$ cat src/ppmfd_pkg.sv
// Package for the PPM frame decoder: channel count, field widths and
// configuration register indexes. No dependencies.
package ppmfd_pkg;

	localparam int NUM_CHANNELS = 6;
	localparam int OUT_CHANS    = 6;
	localparam int SLOT_SAT     = NUM_CHANNELS + 1;
	localparam int SLOT_W       = $clog2(SLOT_SAT + 1);

	localparam int TIME_W  = 32;
	localparam int CHAN_W  = 16;
	localparam int SYNC_W  = 16;
	localparam int STALE_W = 24;
	localparam int CFG_W   = 24;

	localparam int IN_BITS  = 1 + TIME_W;
	localparam int IN_W     = ((IN_BITS + 7) / 8) * 8;
	localparam int OUT_BITS = OUT_CHANS * CHAN_W + 2;
	localparam int OUT_W    = ((OUT_BITS + 7) / 8) * 8;

	localparam logic [15:0] SYNC_GAP_RESET  = 16'd5000;
	localparam logic [23:0] STALE_TIMEOUT_RESET = 24'd500000;

	typedef enum logic [0:0] {
		REG_SYNC_GAP      = 1'b0,
		REG_STALE_TIMEOUT = 1'b1
	} cfg_reg_t;

	typedef logic [CHAN_W-1:0] chan_t;

endpackage

$ cat src/ppm_frame_decoder_core.sv
// Top level of the PPM frame decoder: input register, edge decode with the
// slot counter and channel store, and the result register.
// Depends on ppmfd_pkg.
//
//  channel   direction  handshake         payload
//  s_*       in         tvalid / tready   tdata: pin_level, time_us
//  m_*       out        tvalid / tready   tdata: chan0_us..chan5_us, frame_done, frame_fresh
//  cfg_*     in         cfg_we            cfg_addr, cfg_wdata
//
// One transaction per clock is sustained while the output is not stalled; a pin change
// passes through the input register, then the result register, to the output. The only
// loop is the interval subtract and sync compare that updates the slot counter.
// Reset clears the slot counter, timestamps, channel store and both valid flags
// and loads the register defaults. A stalled output holds its result while the
// input register may still take one more transaction.
module ppm_frame_decoder_core (
	input  logic                           clk,
	input  logic                           arst_n,
	input  logic                           s_tvalid,
	output logic                           s_tready,
	// [0] pin_level, [32:1] time_us, rest zero
	input  logic [ppmfd_pkg::IN_W-1:0]     s_tdata,
	output logic                           m_tvalid,
	input  logic                           m_tready,
	// [15:0] chan0_us .. [95:80] chan5_us, [96] frame_done, [97] frame_fresh
	output logic [ppmfd_pkg::OUT_W-1:0]    m_tdata,
	input  logic                           cfg_we,
	input  logic                           cfg_addr,
	input  logic [ppmfd_pkg::CFG_W-1:0]    cfg_wdata
);

	localparam int NCH = ppmfd_pkg::NUM_CHANNELS;
	localparam int TW  = ppmfd_pkg::TIME_W;
	localparam int SW  = ppmfd_pkg::SLOT_W;

	logic [ppmfd_pkg::SYNC_W-1:0]  sync_gap_q;
	logic [ppmfd_pkg::STALE_W-1:0] stale_timeout_q;

	logic          valid_s1;
	logic          level_s1;
	logic [TW-1:0] time_s1;

	logic [TW-1:0] prev_rise_q;
	logic [TW-1:0] frame_time_q;
	logic [SW-1:0] slot_q;
	ppmfd_pkg::chan_t chan_q [NCH];

	logic          out_valid_q;
	logic          done_q;
	logic          fresh_q;
	ppmfd_pkg::chan_t out_chan_q [NCH];

	logic          advance;
	logic          process;
	logic [TW-1:0] dt;
	logic [TW-1:0] age;
	logic          is_sync;
	logic          done_c;
	logic          fresh_c;
	logic [SW-1:0] slot_next;

	assign advance  = !out_valid_q || m_tready;
	assign s_tready = !valid_s1 || advance;
	assign process  = valid_s1 && advance;

	always_ff @(posedge clk or negedge arst_n) begin
		if (!arst_n) begin
			sync_gap_q      <= ppmfd_pkg::SYNC_GAP_RESET;
			stale_timeout_q <= ppmfd_pkg::STALE_TIMEOUT_RESET;
		end else if (cfg_we) begin
			case (ppmfd_pkg::cfg_reg_t'(cfg_addr))
				ppmfd_pkg::REG_SYNC_GAP:      sync_gap_q <= cfg_wdata[ppmfd_pkg::SYNC_W-1:0];
				ppmfd_pkg::REG_STALE_TIMEOUT: stale_timeout_q <= cfg_wdata;
				default: ;
			endcase
		end
	end

	// Input register.
	always_ff @(posedge clk or negedge arst_n) begin
		if (!arst_n) begin
			valid_s1 <= 1'b0;
		end else if (s_tready) begin
			valid_s1 <= s_tvalid;
		end
	end

	always_ff @(posedge clk) begin
		if (s_tready && s_tvalid) begin
			level_s1 <= s_tdata[0];
			time_s1  <= s_tdata[TW:1];
		end
	end

	// Edge decode.
	always_comb begin
		dt      = time_s1 - prev_rise_q;
		is_sync = dt > TW'(sync_gap_q);
		age     = time_s1 - frame_time_q;
		done_c  = level_s1 && !is_sync && (slot_q == SW'(NCH));
		// A completed frame stamps this edge, so its age is zero.
		fresh_c = done_c || (age <= TW'(stale_timeout_q));
		if (is_sync) begin
			slot_next = SW'(1);
		end else if (slot_q < SW'(ppmfd_pkg::SLOT_SAT)) begin
			slot_next = slot_q + SW'(1);
		end else begin
			slot_next = slot_q;
		end
	end

	always_ff @(posedge clk or negedge arst_n) begin
		if (!arst_n) begin
			prev_rise_q  <= '0;
			frame_time_q <= '0;
			slot_q       <= '0;
			for (int k = 0; k < NCH; k++) begin
				chan_q[k] <= '0;
			end
		end else if (process && level_s1) begin
			prev_rise_q <= time_s1;
			slot_q      <= slot_next;
			if (done_c) begin
				frame_time_q <= time_s1;
			end
			for (int k = 0; k < NCH; k++) begin
				if (!is_sync && slot_q == SW'(k + 1)) begin
					chan_q[k] <= dt[ppmfd_pkg::CHAN_W-1:0];
				end
			end
		end
	end

	// Result register; the channel values shown are those after this edge.
	always_ff @(posedge clk or negedge arst_n) begin
		if (!arst_n) begin
			out_valid_q <= 1'b0;
		end else if (advance) begin
			out_valid_q <= valid_s1;
		end
	end

	always_ff @(posedge clk) begin
		if (process) begin
			done_q  <= done_c;
			fresh_q <= fresh_c;
			for (int k = 0; k < NCH; k++) begin
				if (level_s1 && !is_sync && slot_q == SW'(k + 1)) begin
					out_chan_q[k] <= dt[ppmfd_pkg::CHAN_W-1:0];
				end else begin
					out_chan_q[k] <= chan_q[k];
				end
			end
		end
	end

	assign m_tvalid = out_valid_q;

	always_comb begin
		m_tdata = '0;
		for (int j = 0; j < ppmfd_pkg::OUT_CHANS; j++) begin
			if (j < NCH) begin
				m_tdata[j*ppmfd_pkg::CHAN_W +: ppmfd_pkg::CHAN_W] = out_chan_q[j];
			end
		end
		m_tdata[ppmfd_pkg::OUT_CHANS*ppmfd_pkg::CHAN_W]     = done_q;
		m_tdata[ppmfd_pkg::OUT_CHANS*ppmfd_pkg::CHAN_W + 1] = fresh_q;
	end

	// The slot counter never passes its saturation value.
	assert property (@(posedge clk) disable iff (!arst_n)
		slot_q <= SW'(ppmfd_pkg::SLOT_SAT))
		else $error("slot counter above saturation");

	// A frame that just completed is always fresh.
	assert property (@(posedge clk) disable iff (!arst_n)
		out_valid_q && done_q |-> fresh_q)
		else $error("completed frame reported stale");

	// Completing a frame leaves the counter saturated and stamps the frame time.
	assert property (@(posedge clk) disable iff (!arst_n)
		process && done_c |=> slot_q == SW'(ppmfd_pkg::SLOT_SAT)
			&& frame_time_q == prev_rise_q)
		else $error("frame completion did not update counter and frame time");

	// A falling edge leaves the decode state alone.
	assert property (@(posedge clk) disable iff (!arst_n)
		process && !level_s1 |=> $stable(slot_q) && $stable(prev_rise_q))
		else $error("falling edge changed decode state");

endmodule

$ cat config.mk
export PLATFORM = sky130hd
export DESIGN_NAME = ppm_frame_decoder_core
export DESIGN_NICKNAME = d
export VERILOG_FILES = /design/src/ppmfd_pkg.sv /design/src/ppm_frame_decoder_core.sv
export SDC_FILE = /design/constraint.sdc
export NUM_CORES = 1
export LEC_CHECK = 0
export BUFFER_PORTS_ARGS = -buffer_cell sky130_fd_sc_hd__clkbuf_2
export CORE_ASPECT_RATIO = 2
export CORE_MARGIN = 2
export CORE_UTILIZATION = 60
export DETAILED_ROUTE_END_ITERATION = 10
export GPL_ROUTABILITY_DRIVEN = 0
export PLACE_DENSITY = 0.83
export SLEW_MARGIN = 20
export SYNTH_ARGS = -nofsm -noshare
export SYNTH_HDL_FRONTEND = slang
export SYNTH_SLANG_ARGS = --single-unit
export TNS_END_PERCENT = 5
$ cat constraint.sdc
create_clock -name clk -period 6.9 [get_ports clk]
set_input_delay 0.69 -clock clk [delete_from_list [all_inputs] [get_ports clk]]
set_output_delay 0.69 -clock clk [all_outputs]
set_load 0.005 [all_outputs]
==> flow_metrics.env, run 1 <==
export IMPL_initial_core_util=0.608
export IMPL_cts_tree="built"
export IMPL_setup_ws_ns=0.625
export IMPL_ant_nets=0
export IMPL_dieArea_um2=31300
export IMPL_start_kind="register"
export IMPL_routedWlPerCell_um=20.7
export IMPL_timing_rr_start="time_s1[5]"
export IMPL_grt_max_degree=79
export IMPL_synth_seq_cells=336
export IMPL_power_leakage_nw=9.42
export IMPL_finalHoldViolations=0
export IMPL_fin_skew_ns=0.0165
export IMPL_nFillCells=2133
export IMPL_rsz0062_at_grt="no"
export IMPL_drt_vias_per_instance=5.98
export IMPL_pin_count=176
export IMPL_worst_r2r_setup_slack_ns=0.63
export IMPL_r2r_worst_path_cells=21
export IMPL_total_power_w=0.00606
export IMPL_grt_pass1_wl_mm=65.7
export IMPL_hold_buffers=0
export IMPL_cts_reportedPaths_clkPinSlew_ns=0.07
export IMPL_synth_most_common_cell="mux2_2"
export IMPL_synth_top_area_frac=0.270
export IMPL_dp_hpwl_mm=30.4
export IMPL_port_buffers=162
export IMPL_coreArea_um2=29400
export IMPL_routed_wl_mm=41.5
export IMPL_antenna_found_initial=0
export IMPL_slew_viol_final=0
export IMPL_cp_max_fo=10
export IMPL_synthToLayoutAreaGrowth_pct=12.3
export IMPL_fin_util=0.682
export IMPL_arrival_ns=6.59
export IMPL_ctsResizeCount=0
export IMPL_maxCapViolCount=0
export IMPL_dr_pass1_iters=4
export IMPL_synth_common_cells="231 x mux2_2, 193 x dfrtp_1, 136 x inv_1, 131 x edfxtp_1, 107 x ha_1"
export IMPL_htreeDepth=1
export IMPL_synth_area_leaders="dfrtp_1 27%, edfxtp_1 22%, mux2_2 15%, ha_1 7.5%, inv_1 2.9%"
export IMPL_post_cts_setup_buffer_count=0
export IMPL_setup_violations=0
export IMPL_ir_drop_uv=229
export IMPL_chipHeight_um=248
export IMPL_crit_type="reg -> reg"
export IMPL_finalSetupTns_ns=0
export IMPL_synth_top_flop_cell="dfrtp_1"
export IMPL_grt_util_all_layers=0.268
export IMPL_worstMarginPinSlew_ns=1.05
export IMPL_synth_seq_area_share=0.508
export IMPL_hold_class="in -> async"
export IMPL_tritoncts_num_sinks=336
export IMPL_syn_area_um2=17900
export IMPL_clock_path_buffers=3
export IMPL_synth_cell_type_count=73
export IMPL_slew_headroom=0.297
export IMPL_r2r_end="out_chan_q[4][8]"
export IMPL_p_per_area_nw_per_um2=302
export IMPL_detail_route_iter0_violations=601
export IMPL_worstSetupEndpointType="register"
export IMPL_yosys_warnings=0
export IMPL_vias=12000
export IMPL_finalCriticalPeriod_ns=6.27
export IMPL_chipWidth_um=126
export IMPL_synth_cells=1457
export IMPL_drive_gt1_frac=0.330
export IMPL_required_ns=7.22
export IMPL_numCtsBuffers=29
export IMPL_fp_row_count=89
export IMPL_placed_area_um2=19000
export IMPL_first_global_vias=12600
export IMPL_outcome="finished clean"
export IMPL_root_buffer="clkbuf_16"
export IMPL_yosysTopAreaCell="dfrtp_1"
export IMPL_clk_latency_ns=0.57
export IMPL_drc=0
export IMPL_grt_overflow_total=0
export IMPL_synth_edf_count=131
export IMPL_pre_cts_slack_ns=0.744
export IMPL_max_freq_mhz=159
export IMPL_postSynthAreaPerCell_um2=12.3
export IMPL_finalCritPeriodShare=0.909
export IMPL_final_area_um2=20100
export IMPL_antenna_cells=0
export IMPL_nets=1797
export IMPL_async_flop_share=0.610
==> per-layer routing <==
metal  global-route usage  vias to the layer above  routed length (um)
li1                     -                     5525                   -
met1                0.274                     5860               14000
met2                0.498                      426               22400
met3               0.0268                      183                1640
met4                0.200                        0                3450
met5                    0                        -                   0
==> sequential cells by signal, indices dropped and copies added, names as in the netlist <==
signal,cells
prev_rise_q,32
stale_timeout_q,24
done_q,1
sync_gap_q,16
fresh_q,1
chan_q,96
valid_s1,1
slot_q,3
level_s1,1
time_s1,32
frame_time_q,32
m_tvalid,1
out_chan_q,96
==> worst max-delay path: stages, from the launching register on <==
cell and delay [ns]:
edfxtp_1 0.47, ha_1 0.44, a21o_1 0.25, a21oi_1 0.20
o22ai_2 0.11, a221oi_4 0.44, nor2_1 0.09, nor2_1 0.16
xnor2_1 0.34, ha_1 0.37, nand4_1 0.21, a21oi_1 0.07
a211oi_1 0.21, buf_4 0.16, a21oi_1 0.13, a2111oi_2 0.37
nand4_1 0.24, nor4b_4 0.37, and4_1 0.48, a31o_2 0.26
buf_4 0.25, mux2_2 0.37
==> how the worst max path moves through the flow <==
stage,from,end,cells after the start
2_1_floorplan,time_s1[0],out_chan_q[0][10],23
3_3_place_gp,time_s1[1],out_chan_q[4][14],22
3_5_place_dp,time_s1[1],out_chan_q[4][11],18
4_1_cts,time_s1[1],out_chan_q[4][8],18
5_1_grt,time_s1[0],out_chan_q[4][14],23
6_report,time_s1[5],out_chan_q[4][8],21
==> layout make-up <==
type,instances,area [um^2],area share
clock inverter,19,224,0.0112
clock buffer,35,768,0.0383
inverter,137,517,0.0258
tap,364,455,0.0227
sequential,336,9080,0.453
multi-input combinational,919,7910,0.394
timing repair buffer,195,1110,0.0553
==> power by group <==
part	internal (W)	total (W)	switching [W]	leakage [nW]
registers	0.00238	0.00248	0.0000989	3.89
logic	0.000778	0.00187	0.00109	5.05
clock network	0.000954	0.00171	0.000758	0.481
total	0.00411	0.00606	0.00195	9.42
==> logic make-up (layout without fill, tap and decap cells) <==
kind of cell	after synthesis	after routing	synth area share
other cells	1	6	0.000210
xor+xnor	51	51	0.0250
compound gates	252	252	0.0940
buf+inv	207	386	0.0520
fa+ha+maj	109	109	0.0772
flops	336	336	0.508
simple gates	221	221	0.0637
mux	280	280	0.180
==> cells in the final DEF (no fill, tap or decap), types with 6 or more instances in the layout <==
master	count
nor3_1	6
nand2b_1	14
nand4_1	20
a211oi_1	11
and3_1	6
o21a_1	11
xor2_1	17
inv_1	136
o21bai_1	12
clkbuf_2	161
nor2_1	39
a31oi_1	7
a21o_1	30
o211ai_1	7
o21ai_0	49
a21oi_1	74
mux2_4	24
nor2b_1	8
clkbuf_16	29
dfstp_2	12
ha_1	107
mux2_2	231
edfxtp_1	131
xnor2_1	31
nand3_1	18
dfrtp_1	193
nand2_1	75
mux2i_1	25
conb_1	6
buf_4	29
==> metrics by stage <==
stage                     hold WS, ns  cells
after global placement          0.468   1951
after CTS                       0.121   2005
after detailed placement        0.488   1951
after floorplan                 0.394   1462
after global routing            0.143   2005
final                          0.0968   2005
Power figures use the tool's default switching activity.
==> inputs of run 2 (changes only) <==
--- a/config.mk
+++ b/config.mk
@@ -5,13 +5,14 @@
 export SDC_FILE = /design/constraint.sdc
 export NUM_CORES = 1
 export LEC_CHECK = 0
+export ABC_AREA = 1
 export BUFFER_PORTS_ARGS = -buffer_cell sky130_fd_sc_hd__clkbuf_2
 export CORE_ASPECT_RATIO = 2
 export CORE_MARGIN = 2
 export CORE_UTILIZATION = 60
 export DETAILED_ROUTE_END_ITERATION = 10
 export GPL_ROUTABILITY_DRIVEN = 0
-export PLACE_DENSITY = 0.83
+export PLACE_DENSITY = 0.82
 export SLEW_MARGIN = 20
 export SYNTH_ARGS = -nofsm -noshare
 export SYNTH_HDL_FRONTEND = slang
==> constraint.sdc (replaced) <==
create_clock -name clk -period 7.3 [get_ports clk]
set_input_delay 0.73 -clock clk [delete_from_list [all_inputs] [get_ports clk]]
set_output_delay 0.73 -clock clk [all_outputs]
set_load 0.005 [all_outputs]
==> flow_metrics.env, run 2 <==
export IMPL_initial_core_util=0.607
export IMPL_ir_drop_uv=294
export IMPL_p_per_area_nw_per_um2=318
export IMPL_dp_hpwl_mm=36.9
export IMPL_timing_hold_ws_ns=0.156
export IMPL_slew_headroom=0.351
export IMPL_pre_cts_slack_ns=2.11
export IMPL_mostFrequentLayoutCells="901 x nand2_1, 298 x inv_1, 287 x nand3_1, 193 x dfrtp_1, 161 x clkbuf_2"
export IMPL_rsz0062_at_grt="no"
export IMPL_reg_top3="chan_q x96, out_chan_q x96"
export IMPL_worstMarginPinSlew_ns=0.973
export IMPL_port_buffers=162
export IMPL_async_flop_share=0.610
export IMPL_synthToLayoutAreaGrowth_pct=11.0
export IMPL_drc=0
export IMPL_dieArea_um2=33900
export IMPL_syn_area_um2=19400
export IMPL_r2r_end="out_chan_q[0][15]"
export IMPL_setup_violations=0
export IMPL_wl_met3_mm=2.80
export IMPL_detail_route_iter0_violations=1256
export IMPL_finalSetupTns_ns=0
export IMPL_routed_wl_mm=49.7
export IMPL_place_inst=2997
export IMPL_postSynthAreaPerCell_um2=7.84
export IMPL_finalCriticalPeriod_ns=5.37
export IMPL_synth_common_cells="901 x nand2_1, 299 x inv_1, 287 x nand3_1, 193 x dfrtp_1, 131 x edfxtp_1"
export IMPL_synth_most_common_cell="nand2_1"
export IMPL_clkPwrFrac=0.250
export IMPL_hold_buffers=0
export IMPL_synth_edf_count=131
export IMPL_seq_area_um2=9080
export IMPL_setup_ws_ns=1.93
export IMPL_drive_gt1_frac=0.112
export IMPL_grt_pass1_wl_mm=81.0
export IMPL_grt_overflow_total=0
export IMPL_yosysTopAreaCell="dfrtp_1"
export IMPL_coreArea_um2=32000
export IMPL_dr_wl_met2_mm=25.6
export IMPL_met1_length_mm=16.3
export IMPL_cts_reportedPaths_clkPinSlew_ns=0.07
export IMPL_drt_vias_per_instance=5.53
export IMPL_multiInputGateArea_um2=8710
export IMPL_clock_path_buffers=3
export IMPL_nFillCells=2639
export IMPL_swShare=0.393
export IMPL_start_kind="register"
export IMPL_layout_commonest_cell="nand2_1"
export IMPL_antenna_found_initial=0
export IMPL_fp_row_count=93
export IMPL_numCtsBuffers=29
export IMPL_cts_tree="built"
export IMPL_first_global_vias=16600
export IMPL_synth_top_flop_cell="dfrtp_1"
export IMPL_synth_area_leaders="dfrtp_1 25%, edfxtp_1 20%, nand2_1 17%, nand3_1 7.4%, ha_1 6.9%"
export IMPL_ant_nets=0
export IMPL_finalCritPeriodShare=0.735
export IMPL_maxCapViolCount=0
export IMPL_chipWidth_um=131
export IMPL_arrival_ns=5.79
export IMPL_grt_max_degree=199
export IMPL_sequentialPowerShare=0.361
export IMPL_synth_seq_area_share=0.467
export IMPL_top_layer_used="met4"
export IMPL_yosys_warnings=0
export IMPL_hold_class="in -> async"
export IMPL_synth_cell_type_count=45
export IMPL_vias=16900
export IMPL_r2r_worst_path_cells=23
export IMPL_power_switching_w=0.00270
export IMPL_dr_pass1_iters=7
export IMPL_startpoint="time_s1[1]"
export IMPL_post_cts_setup_buffer_count=0
export IMPL_htreeDepth=1
export IMPL_total_power_w=0.00687
export IMPL_cp_max_fo=17
export IMPL_pin_count=176
export IMPL_crit_type="reg -> reg"
export IMPL_root_buffer="clkbuf_16"
export IMPL_worst_r2r_setup_slack_ns=1.93
export IMPL_tritoncts_num_sinks=336
export IMPL_worstSetupEndpointType="register"
export IMPL_required_ns=7.73
export IMPL_antenna_cells=0
export IMPL_synth_cells=2479
export IMPL_clk_latency_ns=0.59
export IMPL_timing_rr_start="time_s1[1]"
export IMPL_slew_viol_final=0
export IMPL_nets=2780
export IMPL_routedWlPerCell_um=16.3
export IMPL_synth_top_area_frac=0.249
export IMPL_outcome="finished clean"
export IMPL_grt_util_all_layers=0.296
export IMPL_chipHeight_um=258
export IMPL_ctsResizeCount=0
export IMPL_finalHoldViolations=0
export IMPL_p_int_w=0.00417
export IMPL_max_freq_mhz=186
export IMPL_power_frac_comb=0.389
export IMPL_power_leakage_nw=11.4
export IMPL_layout_cells_non_filler=3051
export IMPL_fin_skew_ns=0.0218
export IMPL_synth_seq_cells=336
run 2: cell types whose count changed in the layout (fill, tap and decap cells not counted), moves of 11 or more:
cell,before,now
o21ai_0,49,91
a21o_1,30,3
nand3_1,18,287
nand2_1,75,901
nor2_1,39,113
nand2_2,1,12
xnor2_1,31,12
mux2_2,231,0
nand2b_1,14,0
inv_1,136,298
mux2_4,24,0
mux2i_1,25,0
run 2: logic make-up after synthesis:
logic type | synth area share
simple gates | 0.303
buf+inv | 0.0855
flops | 0.467
compound gates | 0.0559
fa+ha+maj | 0.0710
xor+xnor | 0.0176
other cells | 0.000193
run 2: through the flow:
stage                     utilization  area [um^2]
after global placement          0.641        20500
after floorplan                     -        19400
final                           0.674        21600
after detailed placement        0.641        20500
after CTS                       0.674        21600
after global routing            0.674        21600
run 2: how the worst max path moves through the flow:
| stage | to | slack [ns] | cells past startpoint |
|---|---|---|---|
| 2_1_floorplan | done_q | 2.48 | 7 |
| 3_5_place_dp | chan_q[81] | 2.11 | 21 |
| 5_1_grt | chan_q[92] | 1.77 | 21 |
| 4_1_cts | out_chan_q[0][15] | 2.06 | 22 |
| 3_3_place_gp | out_chan_q[0][15] | 2.24 | 22 |
| 6_report | out_chan_q[0][15] | 1.93 | 23 |
run 2: area by class of cell:
cell class	instances	share of cell area
flip-flops and latches	336	0.421
multi-input cells	1737	0.404
inverters	313	0.0548
repair buffers	184	0.0462
clock buffers	31	0.0340
well taps	427	0.0248
clock inverters	23	0.0156
run 2: critical path, stage by stage, from the launching register on:
cell and delay, ns:
edfxtp_1 0.52, inv_1 0.21, fa_1 0.49, inv_1 0.12, nand2_1 0.06, nand2_1 0.08, and2_1 0.18, nand2_1 0.06
nand3_1 0.17, xor2_1 0.56, ha_1 0.36, nand4_1 0.10, a21oi_1 0.05, nor2_1 0.18, nand2_1 0.23, nand2_1 0.12
nand2_1 0.08, nor2_1 0.13, nand2_2 0.10, nor2_8 0.24, nand4_2 0.45, nand2_2 0.46, nand2_1 0.10, nand2_1 0.14
run 2: power by group through the flow:
stage	registers (W)	clock network, W	logic [W]
floorplan	0.00251	0	0.00163
CTS	0.00248	0.00174	0.00263
global route	0.00250	0.00181	0.00295
global placement	0.00250	0	0.00252
detailed placement	0.00251	0	0.00260
finish	0.00248	0.00172	0.00267
run 2: layer usage:
layer / GRT usage / vias to the layer above
met4: 0.250 / 0
met5: 0 / -
met2: 0.540 / 751
li1: - / 8171
met1: 0.296 / 7697
met3: 0.0407 / 265
==> inputs of run 3 (changes only) <==
--- a/config.mk
+++ b/config.mk
@@ -5,14 +5,14 @@
 export SDC_FILE = /design/constraint.sdc
 export NUM_CORES = 1
 export LEC_CHECK = 0
-export ABC_AREA = 1
+export ABC_AREA = 0
 export BUFFER_PORTS_ARGS = -buffer_cell sky130_fd_sc_hd__clkbuf_2
 export CORE_ASPECT_RATIO = 2
 export CORE_MARGIN = 2
-export CORE_UTILIZATION = 60
+export CORE_UTILIZATION = 54
 export DETAILED_ROUTE_END_ITERATION = 10
 export GPL_ROUTABILITY_DRIVEN = 0
-export PLACE_DENSITY = 0.82
+export PLACE_DENSITY = 0.79
 export SLEW_MARGIN = 20
 export SYNTH_ARGS = -nofsm -noshare
 export SYNTH_HDL_FRONTEND = slang
==> constraint.sdc (replaced) <==
create_clock -name clk -period 4.78 [get_ports clk]
set_input_delay 0.478 -clock clk [delete_from_list [all_inputs] [get_ports clk]]
set_output_delay 0.478 -clock clk [all_outputs]
set_load 0.005 [all_outputs]
==> flow_metrics.env, run 3 (synthesis results as in run 1) <==
export IMPL_crit_type="reg -> reg"
export IMPL_slew_viol_final=0
export IMPL_antenna_cells=0
export IMPL_outcome="complete, but fails checks"
export IMPL_rsz0062_at_grt="yes"
export IMPL_mostFrequentLayoutCells="193 x dfrtp_1, 191 x mux2_2, 161 x clkbuf_2, 135 x inv_1, 132 x buf_4"
export IMPL_fin_skew_ns=0.0186
export IMPL_total_power_w=0.00920
export IMPL_max_freq_mhz=190
export IMPL_path_cells="ha_4, fa_2, nand2b_4, a21o_1, and2b_2, nor2_1, nor2_1, o221ai_1, xor2_1, ha_4, nand4_1, nor4_2, a21oi_2, a2111oi_2, nand4_1, nor4b_4, nand4_4, buf_4, o31ai_4, buf_12, mux2_2"
export IMPL_numCtsBuffers=28
export IMPL_vias=12400
export IMPL_cp_max_fo=16
export IMPL_grt_max_degree=106
export IMPL_routed_wl_mm=44.0
export IMPL_clock_path_buffers=3
export IMPL_htreeDepth=1
export IMPL_arrival_ns=5.57
export IMPL_finalCriticalPeriod_ns=5.26
export IMPL_routedWlPerCell_um=20.1
export IMPL_fp_row_count=94
export IMPL_worstSetupEndpointType="register"
export IMPL_setup_ws_ns=-0.482
export IMPL_drc=0
export IMPL_worstMarginPinSlew_ns=1.03
export IMPL_dr_pass1_iters=7
export IMPL_finalSetupTns_ns=-73.44
export IMPL_cts_tree="built"
export IMPL_finalCritPeriodShare=1.10
export IMPL_drive_gt1_frac=0.390
export IMPL_ir_drop_uv=328
export IMPL_chipWidth_um=133
export IMPL_pin_count=176
export IMPL_slew_headroom=0.315
export IMPL_cts_reportedPaths_clkPinSlew_ns=0.07
export IMPL_final_area_um2=21500
export IMPL_dieArea_um2=34600
export IMPL_reg_top3="chan_q x96, out_chan_q x96"
export IMPL_dp_hpwl_mm=32.4
export IMPL_coreArea_um2=32700
export IMPL_setup_violations=226
export IMPL_grt_util_all_layers=0.254
export IMPL_p_per_area_nw_per_um2=427
export IMPL_port_buffers=162
export IMPL_nets=1915
export IMPL_required_ns=5.09
export IMPL_synthToLayoutAreaGrowth_pct=20.6
export IMPL_timing_hold_ws_ns=0.0135
export IMPL_chipHeight_um=261
export IMPL_ant_nets=0
export IMPL_start_kind="register"
export IMPL_grt_pass1_wl_mm=68.5
export IMPL_detail_route_iter0_violations=686
export IMPL_crit_slowest_cell="dfrtp_1"
export IMPL_clk_latency_ns=0.57
export IMPL_placed_area_um2=20100
export IMPL_violations="negative setup slack"
export IMPL_layout_commonest_cell="dfrtp_1"
export IMPL_first_global_vias=13100
export IMPL_hold_class="in -> async"
export IMPL_initial_core_util=0.546
export IMPL_antenna_found_initial=0
export IMPL_drt_vias_per_instance=5.66
export IMPL_root_buffer="clkbuf_16"
export IMPL_power_leakage_nw=10.2
export IMPL_maxCapViolCount=0
export IMPL_tritoncts_num_sinks=336
export IMPL_grt_overflow_total=0
export IMPL_slowest_delay_ns=0.42
export IMPL_finalHoldViolations=0
==> run 3: changes by cell type in the layout (fill, tap and decap cells not counted), sizes merged, moves of 27 or more <==
cell / delta
a21o: +27
buf: +130
inv: -175
mux2: +255
nand2: -840
nand3: -270
nor2: -86
o21ai: -41
==> run 3: path summary, 6_finish.rpt <==
| kind | from | endpoint | slack [ns] | cells past startpoint |
|---|---|---|---|---|
| max in group asynchronous | arst_n | chan_q[6] | 3.52 | 2 |
| hold / removal | arst_n | frame_time_q[10] | 0.01 | 1 |
| setup / recovery | prev_rise_q[0] | out_chan_q[2][4] | -0.48 | 21 |
| setup reg to reg | prev_rise_q[0] | out_chan_q[2][4] | -0.48 | 21 |
| min in group clk | s_tdata[18] | time_s1[17] | 0.09 | 1 |
| hold reg to reg | valid_s1 | m_tvalid | 0.50 | 1 |
==> run 3: area by class of cell <==
class / instances / area [um^2]
fill: 2444 / 11100
sequential: 336 / 9080
multi-input combinational: 919 / 8270
timing repair buffer: 314 / 2140
clock buffer: 34 / 748
tap: 432 / 541
inverter: 137 / 517
clock inverter: 18 / 255
==> run 3: report_power, final <==
| part | switching (W) | internal, W |
|---|---|---|
| logic | 0.00168 | 0.00143 |
| clock network | 0.00106 | 0.00145 |
| registers | 0.000148 | 0.00343 |
| total | 0.00289 | 0.00631 |
==> run 3: what timing repair did <==
item	in CTS	in global routing
hold buffers	0	0
buffers inserted	9	1
pin swaps	6	4
gates cloned	1	0
gates resized for setup	65	25
setup endpoints to repair	227	229
==> run 3: through the flow <==
| stage | worst slack [ns] | util | instances |
|---|---|---|---|
| floorplan | -0.282 | - | 1462 |
| global placement | -0.500 | 0.614 | 2128 |
| detailed placement | -0.575 | 0.614 | 2128 |
| CTS | -0.379 | 0.656 | 2190 |
| global route | -0.652 | 0.659 | 2190 |
| finish | -0.482 | 0.659 | 2190 |
==> run 3: critical path: cells and delay by family (launching register included) <==
family                     cells  cell delay (ns)
AOI/OAI and AO/OA              5             0.95
xor gates and xnor gates       1             0.33
adders and majority gates      3             0.74
buffers and inverters          2             0.41
DFF                            1             0.42
muxes                          1             0.36
and+or+nand+nor                9             1.80
==> run 3: metal layers <==
metal  wire (um)  up-vias  GRT usage
li1            -     5768          -
met1       14800     6082      0.253
met4        3310        0      0.174
met3        1580      162     0.0213
met5           0        -          0
met2       24300      389      0.492
